$ cat src/rtl/core/tqbp_pkg.sv
// Package for the ternary quantiser and bit-plane packer.
// Holds fixed field widths, CSR reset values and CSR register indexes.
// No dependencies; used by the top level and its checker.
package tqbp_pkg;

   // Payload field widths
   localparam int SAMPLE_W   = 16;
   localparam int PLANE_W    = 64;
   localparam int WORD_NUM_W = 4;

   // CSR port widths and register fields
   localparam int CSR_INDEX_W = 8;
   localparam int CSR_DATA_W  = 16;
   localparam int COUNT_W     = 11;
   localparam int THRESH_W    = 15;

   // Reset values of the CSRs
   localparam logic [COUNT_W-1:0]  COUNT_RESET  = 11'd64;
   localparam logic [THRESH_W-1:0] THRESH_RESET = 15'd0;

   // CSR register indexes
   typedef enum logic [CSR_INDEX_W-1:0] {
      CSR_CHANNEL_COUNT = 8'd0,
      CSR_THRESHOLD     = 8'd1
   } csr_index_type;

endpackage

$ cat src/rtl/core/ternary_quantize_bitplane_pack.sv
// The word pair shows on the rsp_ port in the cycle after the transfer of the
// sample that fills a word or ends a pixel.
// Throughput: one sample per cycle; req_stall rises only while a finished word
// pair is held by rsp_stall, as the single result register is then occupied.
// Reset (synchronous, active high): planes and position cleared, channel_count
// back to 64, threshold back to 0, no result pending.
// Depends on tqbp_pkg.
module ternary_quantize_bitplane_pack #(
   parameter int WORD_BITS    = 64,
   parameter int MAX_CHANNELS = 1024
) (
   input  logic                                   clock,
   input  logic                                   reset,
   // sample channel
   input  logic                                   req_valid,
   output logic                                   req_stall,
   input  logic signed [tqbp_pkg::SAMPLE_W-1:0]   req_sample,
   // word pair channel
   output logic                                   rsp_valid,
   input  logic                                   rsp_stall,
   output logic [tqbp_pkg::PLANE_W-1:0]           rsp_negative_plane,
   output logic [tqbp_pkg::PLANE_W-1:0]           rsp_nonzero_plane,
   output logic [tqbp_pkg::WORD_NUM_W-1:0]        rsp_word_number,
   output logic                                   rsp_pixel_end,
   // CSR write channel
   input  logic                                   csr_valid,
   output logic                                   csr_ready,
   input  logic [tqbp_pkg::CSR_INDEX_W-1:0]       csr_index,
   input  logic [tqbp_pkg::CSR_DATA_W-1:0]        csr_wdata
);

   localparam int BIT_W = (WORD_BITS > 1) ? $clog2(WORD_BITS) : 1;
   localparam int POS_W = $clog2(MAX_CHANNELS);
   localparam int CMP_W = ($clog2(MAX_CHANNELS + 1) > tqbp_pkg::COUNT_W + 1)
                          ? $clog2(MAX_CHANNELS + 1) : tqbp_pkg::COUNT_W + 1;
   localparam int TCMP_W = tqbp_pkg::THRESH_W + 2;

   localparam logic [BIT_W-1:0] LAST_BIT  = BIT_W'(WORD_BITS - 1);
   localparam logic [CMP_W-1:0] MAX_COUNT = CMP_W'(MAX_CHANNELS);

   // CSRs
   logic [tqbp_pkg::COUNT_W-1:0]  count_ff;
   logic [tqbp_pkg::THRESH_W-1:0] thresh_ff;

   // packing state
   logic [WORD_BITS-1:0]            neg_acc_ff, neg_acc_in;
   logic [WORD_BITS-1:0]            nz_acc_ff, nz_acc_in;
   logic [POS_W-1:0]                pos_ff, pos_in;
   logic [BIT_W-1:0]                bit_ff, bit_in;
   logic [tqbp_pkg::WORD_NUM_W-1:0] word_ff, word_in;

   // result register
   logic                            rsp_valid_ff, rsp_valid_in;
   logic [tqbp_pkg::PLANE_W-1:0]    rsp_neg_ff;
   logic [tqbp_pkg::PLANE_W-1:0]    rsp_nz_ff;
   logic [tqbp_pkg::WORD_NUM_W-1:0] rsp_word_ff;
   logic                            rsp_end_ff;

   logic                            req_xfer;
   logic                            emit;
   logic                            is_last;
   logic                            is_full;
   logic                            above;
   logic                            below;
   logic [CMP_W-1:0]                eff_count;
   logic [CMP_W-1:0]                pos_next;
   logic [WORD_BITS-1:0]            bit_mask;
   logic signed [TCMP_W-1:0]        sample_ext;
   logic signed [TCMP_W-1:0]        thresh_pos;
   logic signed [TCMP_W-1:0]        thresh_neg;

   assign csr_ready = 1'b1;

   // CSR writes; unknown indexes are dropped
   always_ff @(posedge clock) begin
      if (reset) begin
         count_ff  <= tqbp_pkg::COUNT_RESET;
         thresh_ff <= tqbp_pkg::THRESH_RESET;
      end else if (csr_valid && csr_ready) begin
         unique case (csr_index)
            tqbp_pkg::CSR_CHANNEL_COUNT: count_ff  <= csr_wdata[tqbp_pkg::COUNT_W-1:0];
            tqbp_pkg::CSR_THRESHOLD:     thresh_ff <= csr_wdata[tqbp_pkg::THRESH_W-1:0];
            default: ;
         endcase
      end
   end

   // Handshake: hold off only while the result register is stuck
   assign req_stall = rsp_valid_ff && rsp_stall;
   assign req_xfer  = req_valid && !req_stall;

   // Ternary compare, exact on Q8.8 integers
   always_comb begin
      sample_ext = TCMP_W'(req_sample);
      thresh_pos = $signed({2'b00, thresh_ff});
      thresh_neg = -thresh_pos;
      above      = sample_ext > thresh_pos;
      below      = sample_ext < thresh_neg;
   end

   // Word and pixel boundary detection
   always_comb begin
      eff_count = CMP_W'(count_ff);
      if (count_ff == '0) begin
         eff_count = CMP_W'(1);
      end
      if (eff_count > MAX_COUNT) begin
         eff_count = MAX_COUNT;
      end
      pos_next = CMP_W'(pos_ff) + CMP_W'(1);
      is_last  = pos_next >= eff_count;
      is_full  = bit_ff == LAST_BIT;
      emit     = req_xfer && (is_last || is_full);
   end

   // Bit set into the accumulators, next packing state
   always_comb begin
      bit_mask   = WORD_BITS'(1) << bit_ff;
      neg_acc_in = neg_acc_ff;
      nz_acc_in  = nz_acc_ff;
      pos_in     = pos_ff;
      bit_in     = bit_ff;
      word_in    = word_ff;
      if (above) begin
         nz_acc_in = nz_acc_ff | bit_mask;
      end else if (below) begin
         neg_acc_in = neg_acc_ff | bit_mask;
         nz_acc_in  = nz_acc_ff | bit_mask;
      end
      if (!req_xfer) begin
         neg_acc_in = neg_acc_ff;
         nz_acc_in  = nz_acc_ff;
      end else if (is_last) begin
         pos_in  = '0;
         bit_in  = '0;
         word_in = '0;
      end else begin
         pos_in = pos_next[POS_W-1:0];
         if (is_full) begin
            bit_in  = '0;
            word_in = word_ff + tqbp_pkg::WORD_NUM_W'(1);
         end else begin
            bit_in = bit_ff + BIT_W'(1);
         end
      end
   end

   // Packing state registers; accumulators clear once a word leaves
   always_ff @(posedge clock) begin
      if (reset) begin
         neg_acc_ff <= '0;
         nz_acc_ff  <= '0;
         pos_ff     <= '0;
         bit_ff     <= '0;
         word_ff    <= '0;
      end else begin
         neg_acc_ff <= emit ? '0 : neg_acc_in;
         nz_acc_ff  <= emit ? '0 : nz_acc_in;
         pos_ff     <= pos_in;
         bit_ff     <= bit_in;
         word_ff    <= word_in;
      end
   end

   // Result register
   always_comb begin
      rsp_valid_in = rsp_valid_ff && rsp_stall;
      if (emit) begin
         rsp_valid_in = 1'b1;
      end
   end

   always_ff @(posedge clock) begin
      if (reset) begin
         rsp_valid_ff <= 1'b0;
      end else begin
         rsp_valid_ff <= rsp_valid_in;
      end
   end

   always_ff @(posedge clock) begin
      if (emit) begin
         rsp_neg_ff  <= tqbp_pkg::PLANE_W'(neg_acc_in);
         rsp_nz_ff   <= tqbp_pkg::PLANE_W'(nz_acc_in);
         rsp_word_ff <= word_ff;
         rsp_end_ff  <= is_last;
      end
   end

   assign rsp_valid          = rsp_valid_ff;
   assign rsp_negative_plane = rsp_neg_ff;
   assign rsp_nonzero_plane  = rsp_nz_ff;
   assign rsp_word_number    = rsp_word_ff;
   assign rsp_pixel_end      = rsp_end_ff;

endmodule

$ cat config.mk
export PLATFORM = sky130hd
export DESIGN_NAME = ternary_quantize_bitplane_pack
export DESIGN_NICKNAME = d
export VERILOG_FILES = /design/src/rtl/core/tqbp_pkg.sv /design/src/rtl/core/ternary_quantize_bitplane_pack.sv
export SDC_FILE = /design/constraint.sdc
export NUM_CORES = 1
export LEC_CHECK = 0
export BUFFER_PORTS_ARGS = -buffer_cell sky130_fd_sc_hd__buf_2
export CELL_PAD_IN_SITES_DETAIL_PLACEMENT = 0
export CELL_PAD_IN_SITES_GLOBAL_PLACEMENT = 1
export CORE_MARGIN = 2
export CORE_UTILIZATION = 49
export DETAILED_ROUTE_END_ITERATION = 10
export PLACE_DENSITY = 0.92
export SYNTH_ARGS = -nofsm -noshare
export SYNTH_HDL_FRONTEND = slang
export SYNTH_SLANG_ARGS = --single-unit
$ cat constraint.sdc
create_clock -name clock -period 14.6 [get_ports clock]
set_input_delay 2.19 -clock clock [delete_from_list [all_inputs] [get_ports clock]]
set_output_delay 2.19 -clock clock [all_outputs]
set_load 0.02 [all_outputs]
==> run summary, run 1 <==
Starting DRT DRC Count = 747
CTS-repair resized insts = 0
Switching Power = 0.386 mW
antenna cells = 0
port bufs = 178
outcome = finished clean
leak pwr = 6.41 nW
Initial Util = 50.2%
syn nets = 1,260
Clock Power Share = 44.3%
required time of the critical path = 12,410 ps
count of cell types in the netlist = 59
CTS H-Tree Depth = 1
Synth Register Bits = 308
final core utilization = 58.4%
Worst slew margin = 11.9%
syn_area_per_cell = 10.9 um2
Synth Instances = 1,164
sequential share of the synthesized area = 59.0%
Worst Path Max Fanout = 4
die area = 27,200 um2
Max Clock Freq = 209 MHz
first-pass GRT wire length = 46,100 um
Final Hold Viols = 0
drt wl/cell = 17.8 um
ys flop type = dfxtp_1
Largest stage delay, worst path = 150 ps
crit start category = input pin
Worst Path Arrival = 2580 ps
most common cell after layout, fill and taps aside = buf_2
Post-CTS Setup Inserts = 0
Top Layer Used = met4
clk_lat worst skew = 550 ps
max cap viols = 0
Crit-path slowest cell = buf_2
die height = 165 um
Power Density = 119 nW/um2
final WL = 29,600 um
initial antenna violation count = 0
critical path type = input pin to output port
vias per inst = 5.62
ANT nets after route = 0
DP Wirelength = 19,300 um
cts hold-fix bufs = 0
# DRC = 0
CTS max path bufs = 3
vias in the first global route = 8,769
Worst-path clk slew = 60 ps
unrepaired setup endpoints after global routing = no
Core Box Area = 25,300 um2
Met2 Wirelength = 13,600 um
measured slew at the worst slew-check pin = 1320 ps
Max Clock Skew = 8.02 ps
met3 routed wirelength = 2590 um
crit path cell chain = buf_2, nand2_1, inv_1, buf_2
EDFF count, synth = 133
num ports = 181
# nets final = 1,403
Total Neg Setup Slack = 0 ps
CTS Sinks = 308
Final Setup Violations = 0
Post-Syn Area = 12,700 um2
# fillers = 2,088
CP Capture Type = output port
via count = 9,343
most frequent CP cell = buf_2
M1 WL = 12,700 um
most frequent cells in the layout = buf_2, dfxtp_1, nand2_1
row count = 58
top cell type's share of synthesized area = 31.4%
yosys warns = 0
Tot GR Track Use = 21.5%
CTS buffer count = 30
GPL Wtd Cong = 0.876
width of the chip = 165 um
Sequential Power Share = 51.0%
largest net degree at the start of global routing = 107
switching share of power = 22.0%
minimum clock period = 4770 ps
Peak VDD IR = 81.9 uV
Comb pwr share = 4.7%
asr flop ratio synth = 0%
Area Overhead vs Synth = 16.5%
Int Pwr = 1.37 mW
synth top area cells = edfxtp_1, dfxtp_1, ha_1, nand2_1, a31o_2
share of cells above drive strength 1 = 23.1%
Hold Crit Class = flip-flop to flip-flop
final period utilization = 32.7%
Initial DRT Pass Iterations = 5
Synth area leader = edfxtp_1
CTS tree = done
grt ovf = 0
root buffer cell = clkbuf_16
Final Max Slew Viols = 0
critical path: cells and delay by family:
kind	cells	cell delay (ps)
and+or+nand+nor	1	100
buffers and inverters	3	300
logic make-up after synthesis:
logic type	share of synthesized area, %
flops	59.0
simple gates	12.4
fa+ha+maj	5.02
other cells	0.0295
mux	2.05
buf+inv	4.48
xor+xnor	1.59
compound gates	15.4
sequential cells by signal (all words and copies together) (netlist names):
register and flops:
bit_ff 6, count_ff 11, neg_acc_ff 64, nz_acc_ff 64
pos_ff 10, rsp_negative_plane 64, rsp_nonzero_plane 64, rsp_pixel_end 1
rsp_valid 1, rsp_word_number 4, thresh_ff 15, word_ff 4
synthesized netlist by cell type, types with 17 or more instances:
library cell / count
o21ai_0: 42
buf_2: 19
and2_1: 27
mux2i_1: 26
ha_1: 51
a21oi_1: 23
a31oi_1: 33
dfxtp_1: 175
xnor2_1: 17
nand3_1: 29
clkbuf_1: 52
o41ai_1: 36
o21bai_1: 18
nor2_1: 100
a31o_2: 55
inv_1: 56
edfxtp_1: 133
nand2_1: 137
a21o_1: 17
power by group through the flow:
stage          combinational [mW]  sequential, mW  clock (mW)
4_1_cts                    0.0821           0.896       0.789
3_5_place_dp               0.0819           0.915           0
2_1_floorplan              0.0560           0.915           0
3_3_place_gp               0.0808           0.915           0
6_report                   0.0827           0.896       0.777
5_1_grt                    0.0909           0.896       0.822
final cells by class:
| cell class | count | area (um2) | share of cell area, % |
|---|---|---|---|
| tap | 330 | 413 | 2.79 |
| inverter | 57 | 219 | 1.48 |
| multi-input combinational | 718 | 4670 | 31.6 |
| timing repair buffer | 192 | 996 | 6.73 |
| sequential | 308 | 7500 | 50.7 |
| clock inverter | 14 | 160 | 1.08 |
| clock buffer | 42 | 837 | 5.66 |
layer usage:
layer / up-vias / global-route usage [%]
li1: 4491 / -
met3: 51 / 5.02
met2: 355 / 34.5
met1: 4446 / 29.0
met4: 0 / 6.36
met5: - / 0
path summary, 6_finish.rpt:
| kind | end | from | slack (ps) | cells after the start |
|---|---|---|---|---|
| max reg2reg | nz_acc_ff[3]$_SDFF_PP0_ | pos_ff[0]$_SDFFE_PP0P_ | 10160 | 15 |
| max | req_stall | rsp_stall | 9830 | 4 |
| min | neg_acc_ff[12]$_SDFF_PP0_ | neg_acc_ff[12]$_SDFF_PP0_ | 450 | 2 |
| min reg2reg | neg_acc_ff[12]$_SDFF_PP0_ | neg_acc_ff[12]$_SDFF_PP0_ | 450 | 2 |
stage by stage:
stage	setup WS (ps)	hold WS (ps)	cell area (um2)	power (mW)	std cells
5_1_grt	9700	468	14800	1.81	1661
2_1_floorplan	8760	419	12700	0.971	1164
3_5_place_dp	9330	435	13800	0.997	1605
4_1_cts	9830	449	14800	1.77	1661
6_report	9830	446	14800	1.76	1661
3_3_place_gp	9340	428	13800	0.996	1605
Note: power is estimated with default switching activity, not from simulation.
==> run 2: changes to the inputs <==
CORE_UTILIZATION = 41   (was 49)
PLACE_DENSITY = 0.83   (was 0.92)
clock period = 4.1 ns   (was 14.6 ns; I/O delays follow)
==> run 2 against run 1 <==
  * Critical path type is now flip-flop to flip-flop
  * Worst setup slack worse by 9500 ps
  * Clock power grew to 3.5 times the previous value
  * Non-clock buffer count is 7 higher
  * Cell area is 1.9% higher
  * Critical path depth is 10 higher
  * Largest power group unchanged
  * Global-route usage is 3.0 points lower
  * Via count is 0.45% higher
==> run summary, run 2 (synthesis results as in run 1) <==
outcome = finished clean
final core utilization = 49.3% (-9.2 points)
Reg2Reg Launch Point = thresh_ff[3]$_SDFFE_PP0P_
Peak VDD IR = 389 uV (+370%)
root buffer cell = clkbuf_16
Initial DRT Pass Iterations = 6 (+1)
Area Overhead vs Synth = 18.6%
area post-placement = 14,100 um2 (+2.2%)
antenna cells = 0 (unchanged)
DP Wirelength = 20,000 um (+3.8%)
CTS max path bufs = 3 (unchanged)
Final Max Slew Viols = 0 (unchanged)
width of the chip = 180 um (+9.1%)
cts hold-fix bufs = 0 (unchanged)
crit start category = flip-flop
Final Setup Violations = 0 (unchanged)
Tot GR Track Use = 18.5% (-3.0 points)
HP Start = csr_wdata[14]
required time of the critical path = 4410 ps (-8000 ps)
max cap viols = 0 (unchanged)
Power Density = 413 nW/um2 (+250%)
Total Neg Setup Slack = 0 ps (unchanged)
port bufs = 178 (unchanged)
Starting DRT DRC Count = 830 (+11%)
# DRC = 0 (unchanged)
ANT nets after route = 0 (unchanged)
clk_lat worst skew = 560 ps (about the same)
GPL Wtd Cong = 0.835 (-4.7%)
vias per inst = 5.41 (-3.8%)
CTS tree = done
grt ovf = 0 (unchanged)
Cell Count, Final, Fillers Out = 1,735 (+4.5%)
CP Capture Type = flip-flop
leak pwr = 6.46 nW (+0.85%)
initial antenna violation count = 0 (unchanged)
CTS buffer count = 31 (+3.3%)
Worst slew margin = 19.6% (+7.7 points)
unrepaired setup endpoints after global routing = no
Core Box Area = 30,600 um2 (+21%)
CTS-repair resized insts = 0 (unchanged)
# nets final = 1,411 (+0.57%)
# fillers = 2,838 (+36%)
drt wl/cell = 17.8 um (+0.20%)
share of cells above drive strength 1 = 24.8% (+1.7 points)
measured slew at the worst slew-check pin = 1200 ps (-117 ps)
most common cell after layout, fill and taps aside = buf_2
final WL = 30,900 um (+4.7%)
placed cell count = 1,678 (+4.5%)
via count = 9,385 (+0.45%)
first-pass GRT wire length = 48,600 um (+5.4%)
total power = 6.22 mW (+250%)
Hold Crit Class = input pin to flip-flop
minimum clock period = 3760 ps
CTS H-Tree Depth = 1 (unchanged)
Max Clock Skew = 21.0 ps (+13.0 ps)
largest net degree at the start of global routing = 115 (+7.5%)
final period utilization = 91.8%
row count = 64 (+10%)
Final Hold Viols = 0 (unchanged)
critical path type = flip-flop to flip-flop
Worst Setup SP = thresh_ff[3]$_SDFFE_PP0P_
num ports = 181 (unchanged)
Post-CTS Setup Inserts = 0 (unchanged)
Initial Util = 41.5% (-8.6 points)
die height = 180 um (+9.1%)
Max Clock Freq = 266 MHz
die area = 32,400 um2 (+19%)
final instance area = 15,100 um2 (+1.9%)
Worst Path Max Fanout = 58 (+54)
Worst-path clk slew = 60 ps (about the same)
vias in the first global route = 8,699 (-0.80%)
most frequent cells in the layout = buf_2, dfxtp_1, nand2_1
Worst Path Arrival = 4070 ps (+1490 ps)
CTS Sinks = 308 (unchanged)
run 2: worst paths after layout:
path / endpoint / slack, ps / cells past startpoint
setup / recovery: rsp_nonzero_plane[38]$_DFFE_PP_ / 340 / 14
hold / removal: thresh_ff[14]$_SDFFE_PP0P_ / 290 / 3
setup reg to reg: rsp_nonzero_plane[38]$_DFFE_PP_ / 340 / 14
hold reg to reg: neg_acc_ff[13]$_SDFF_PP0_ / 450 / 2
run 2: metrics by stage:
stage / setup WS, ps / hold WS (ps)
3_3_place_gp: 389 / 429
6_report: 337 / 290
2_1_floorplan: -530 / 419
5_1_grt: 94.0 / 320
3_5_place_dp: 358 / 436
4_1_cts: 326 / 281
run 2: area by class of cell:
class	count	area [um2]	share of cell area, %
Clock buffer	40	830	5.50
Clock inverter	17	144	0.955
Inverter	57	218	1.44
Multi-Input combinational cell	718	4760	31.6
Sequential cell	308	7500	49.8
Tap cell	396	495	3.29
Timing Repair Buffer	199	1120	7.46
run 2: where the power goes:
part	switching, mW	internal [mW]
Sequential	0.00890	3.18
Clock	1.16	1.55
Combinational	0.225	0.0941
run 2: layer usage:
layer	vias up	track usage, %	wire, um
met5	-	0	0
met4	0	4.71	656
met3	47	4.12	2710
met2	376	29.7	13900
met1	4448	25.4	13600
li1	4514	-	-
run 2: critical path: stages, from the launching register on:
cell and delay (ps):
dfxtp_1 320, inv_1 150, nand4_1 130, nor2_1 210, nand3_1 200, nor4_1 280
xnor2_1 170, ha_1 270, a21oi_1 120, o21ai_0 90, a31o_2 260, o31a_1 310
or3_2 490, buf_12 200, a31o_2 290
==> run 3: changes to the inputs <==
BUFFER_PORTS_ARGS = -buffer_cell sky130_fd_sc_hd__clkbuf_2   (was -buffer_cell sky130_fd_sc_hd__buf_2)
==> run 3 against run 2 <==
  * Global-route usage up 0.51 points
  * Largest cell class unchanged
  * Clock power up 13%
  * Wire length up 0.74%
  * Largest power group unchanged
  * Via count down 0.48%
  * Power up 5.5%
  * Clock-buffer cell count up 4
  * Clock skew up 4.3 ps
==> run summary, run 3 (synthesis results as in run 1) <==
CP delay by family, top = simple AND/OR/NAND/NOR gates
# DRC = 0 (unchanged)
Worst slew margin = 21.3% (+1.7 points)
grt ovf = 0 (unchanged)
Area Overhead vs Synth = 19.4%
area post-placement = 14,000 um2 (-0.41%)
measured slew at the worst slew-check pin = 1180 ps (-25.9 ps)
Buf/Inv on CP = 1 (-1)
# nets final = 1,413 (+0.14%)
GPL Wtd Cong = 0.848 (+1.6%)
crit start category = flip-flop
Cell Count, Final, Fillers Out = 1,738 (+0.17%)
Sequential Power Share = 48.7% (-2.6 points)
largest net degree at the start of global routing = 127 (+10%)
Clock Power Share = 46.6% (+3.1 points)
vias in the first global route = 8,922 (+2.6%)
minimum clock period = 3780 ps (+18.3 ps)
CTS buffer count = 34 (+9.7%)
Final Hold Viols = 0 (unchanged)
final period utilization = 92.2% (+0.45 points)
num ports = 181 (unchanged)
Post-CTS Setup Inserts = 0 (unchanged)
Tot GR Track Use = 19.0% (+0.51 points)
CTS H-Tree Depth = 2 (+1)
Comb pwr share = 4.7% (-0.4 points)
CTS Sinks = 308 (unchanged)
final instance area = 15,200 um2 (+0.66%)
port bufs = 178 (unchanged)
leak pwr = 6.45 nW (-0.15%)
Starting DRT DRC Count = 857 (+3.3%)
Max Clock Skew = 25.3 ps (+4.25 ps)
Initial Util = 41.5% (unchanged)
most frequent cells in the layout = clkbuf_2, dfxtp_1, nand2_1
antenna cells = 0 (unchanged)
Worst Path Arrival = 4040 ps (-30 ps)
initial antenna violation count = 0 (unchanged)
most common cell after layout, fill and taps aside = clkbuf_2
die area = 32,400 um2 (unchanged)
via count = 9,340 (-0.48%)
crit path cell chain = nor4_1, nand3_1, nor4_1, xnor2_1, ha_1, a21oi_1, o21ai_0, a31o_2, o31a_1, or3_2, buf_12, a31o_2
CTS-repair resized insts = 0 (unchanged)
Core Box Area = 30,600 um2 (unchanged)
share of cells above drive strength 1 = 24.7% (-0.13 points)
Max Clock Freq = 264 MHz (-0.48%)
max cap viols = 0 (unchanged)
Worst-path clk slew = 50 ps (about the same)
Switching Power = 1.45 mW (+4.3%)
clk_lat worst skew = 520 ps (-40 ps)
first-pass GRT wire length = 49,600 um (+2.2%)
drt wl/cell = 17.9 um (+0.56%)
required time of the critical path = 4360 ps (-50 ps)
Peak VDD IR = 228 uV (-41%)
die height = 180 um (unchanged)
Final Setup Violations = 0 (unchanged)
Power Density = 432 nW/um2 (+4.8%)
root buffer cell = clkbuf_16
unrepaired setup endpoints after global routing = no
CP Capture Type = flip-flop
DP Wirelength = 20,400 um (+1.6%)
width of the chip = 180 um (unchanged)
CTS max path bufs = 3 (unchanged)
row count = 64 (unchanged)
critical path type = flip-flop to flip-flop
switching share of power = 22.1% (-0.26 points)
cts hold-fix bufs = 0 (unchanged)
outcome = finished clean
final WL = 31,200 um (+0.74%)
Crit-path slowest cell = or3_2
Worst Path Max Fanout = 58 (unchanged)
Final Max Slew Viols = 0 (unchanged)
Int Pwr = 5.11 mW (+5.8%)
Initial DRT Pass Iterations = 8 (+2)
CTS tree = done
ANT nets after route = 0 (unchanged)
placed cell count = 1,677 (-0.060%)
vias per inst = 5.37 (-0.65%)
Largest stage delay, worst path = 490 ps (about the same)
Hold Crit Class = input pin to flip-flop
==> run 3: routing by layer <==
metal / GRT usage, % / vias up / share of wire, %
met1: 25.9 / 4431 / 44
li1: - / 4528 / -
met3: 4.51 / 47 / 7.5
met2: 30.5 / 334 / 46
met4: 5.10 / 0 / 2.1
met5: 0 / - / 0
==> run 3: worst paths after layout <==
check	from	endpoint	slack, ps	depth (start not counted)
worst max-delay path	thresh_ff[7]$_SDFFE_PP0P_	rsp_nonzero_plane[8]$_DFFE_PP_	320	12
worst min-delay path	csr_wdata[14]	thresh_ff[14]$_SDFFE_PP0P_	350	3
worst max register to register	thresh_ff[7]$_SDFFE_PP0P_	rsp_nonzero_plane[8]$_DFFE_PP_	320	12
worst min register to register	nz_acc_ff[29]$_SDFF_PP0_	nz_acc_ff[29]$_SDFF_PP0_	450	2
==> run 3: tightest hold or removal path, cell delays in order <==
cell and delay [ps]:
clkbuf_2 80, mux2i_1 50, nor2_1 70
==> run 3: power groups by stage <==
stage	clock network (mW)	registers [mW]	logic, mW
2_1_floorplan	0	3.26	0.200
3_3_place_gp	0	3.26	0.305
3_5_place_dp	0	3.26	0.307
4_1_cts	3.12	3.19	0.308
5_1_grt	3.26	3.19	0.339
6_report	3.06	3.19	0.309
==> run 3: final cells by class <==
cell class,instances,area (um2)
multi-input cells,718,4760
clock buffers,44,951
repair buffers,198,1070
inverters,57,218
clock inverters,17,180
well taps,396,495
flip-flops and latches,308,7500
fillers,2803,15400
==> run 3: stage by stage <==
step | hold slack [ps] | power [mW] | TNS, ps | worst slack, ps | utilization (%)
final | 353 | 6.56 | 0 | 319 | 49.6
after global routing | 368 | 6.79 | 0 | 83.4 | 49.6
after CTS | 337 | 6.62 | 0 | 330 | 49.6
after detailed placement | 435 | 3.57 | 0 | 357 | 45.9
after global placement | 428 | 3.56 | 0 | 406 | 45.9
after floorplan | 419 | 3.46 | -70520 | -530 | -
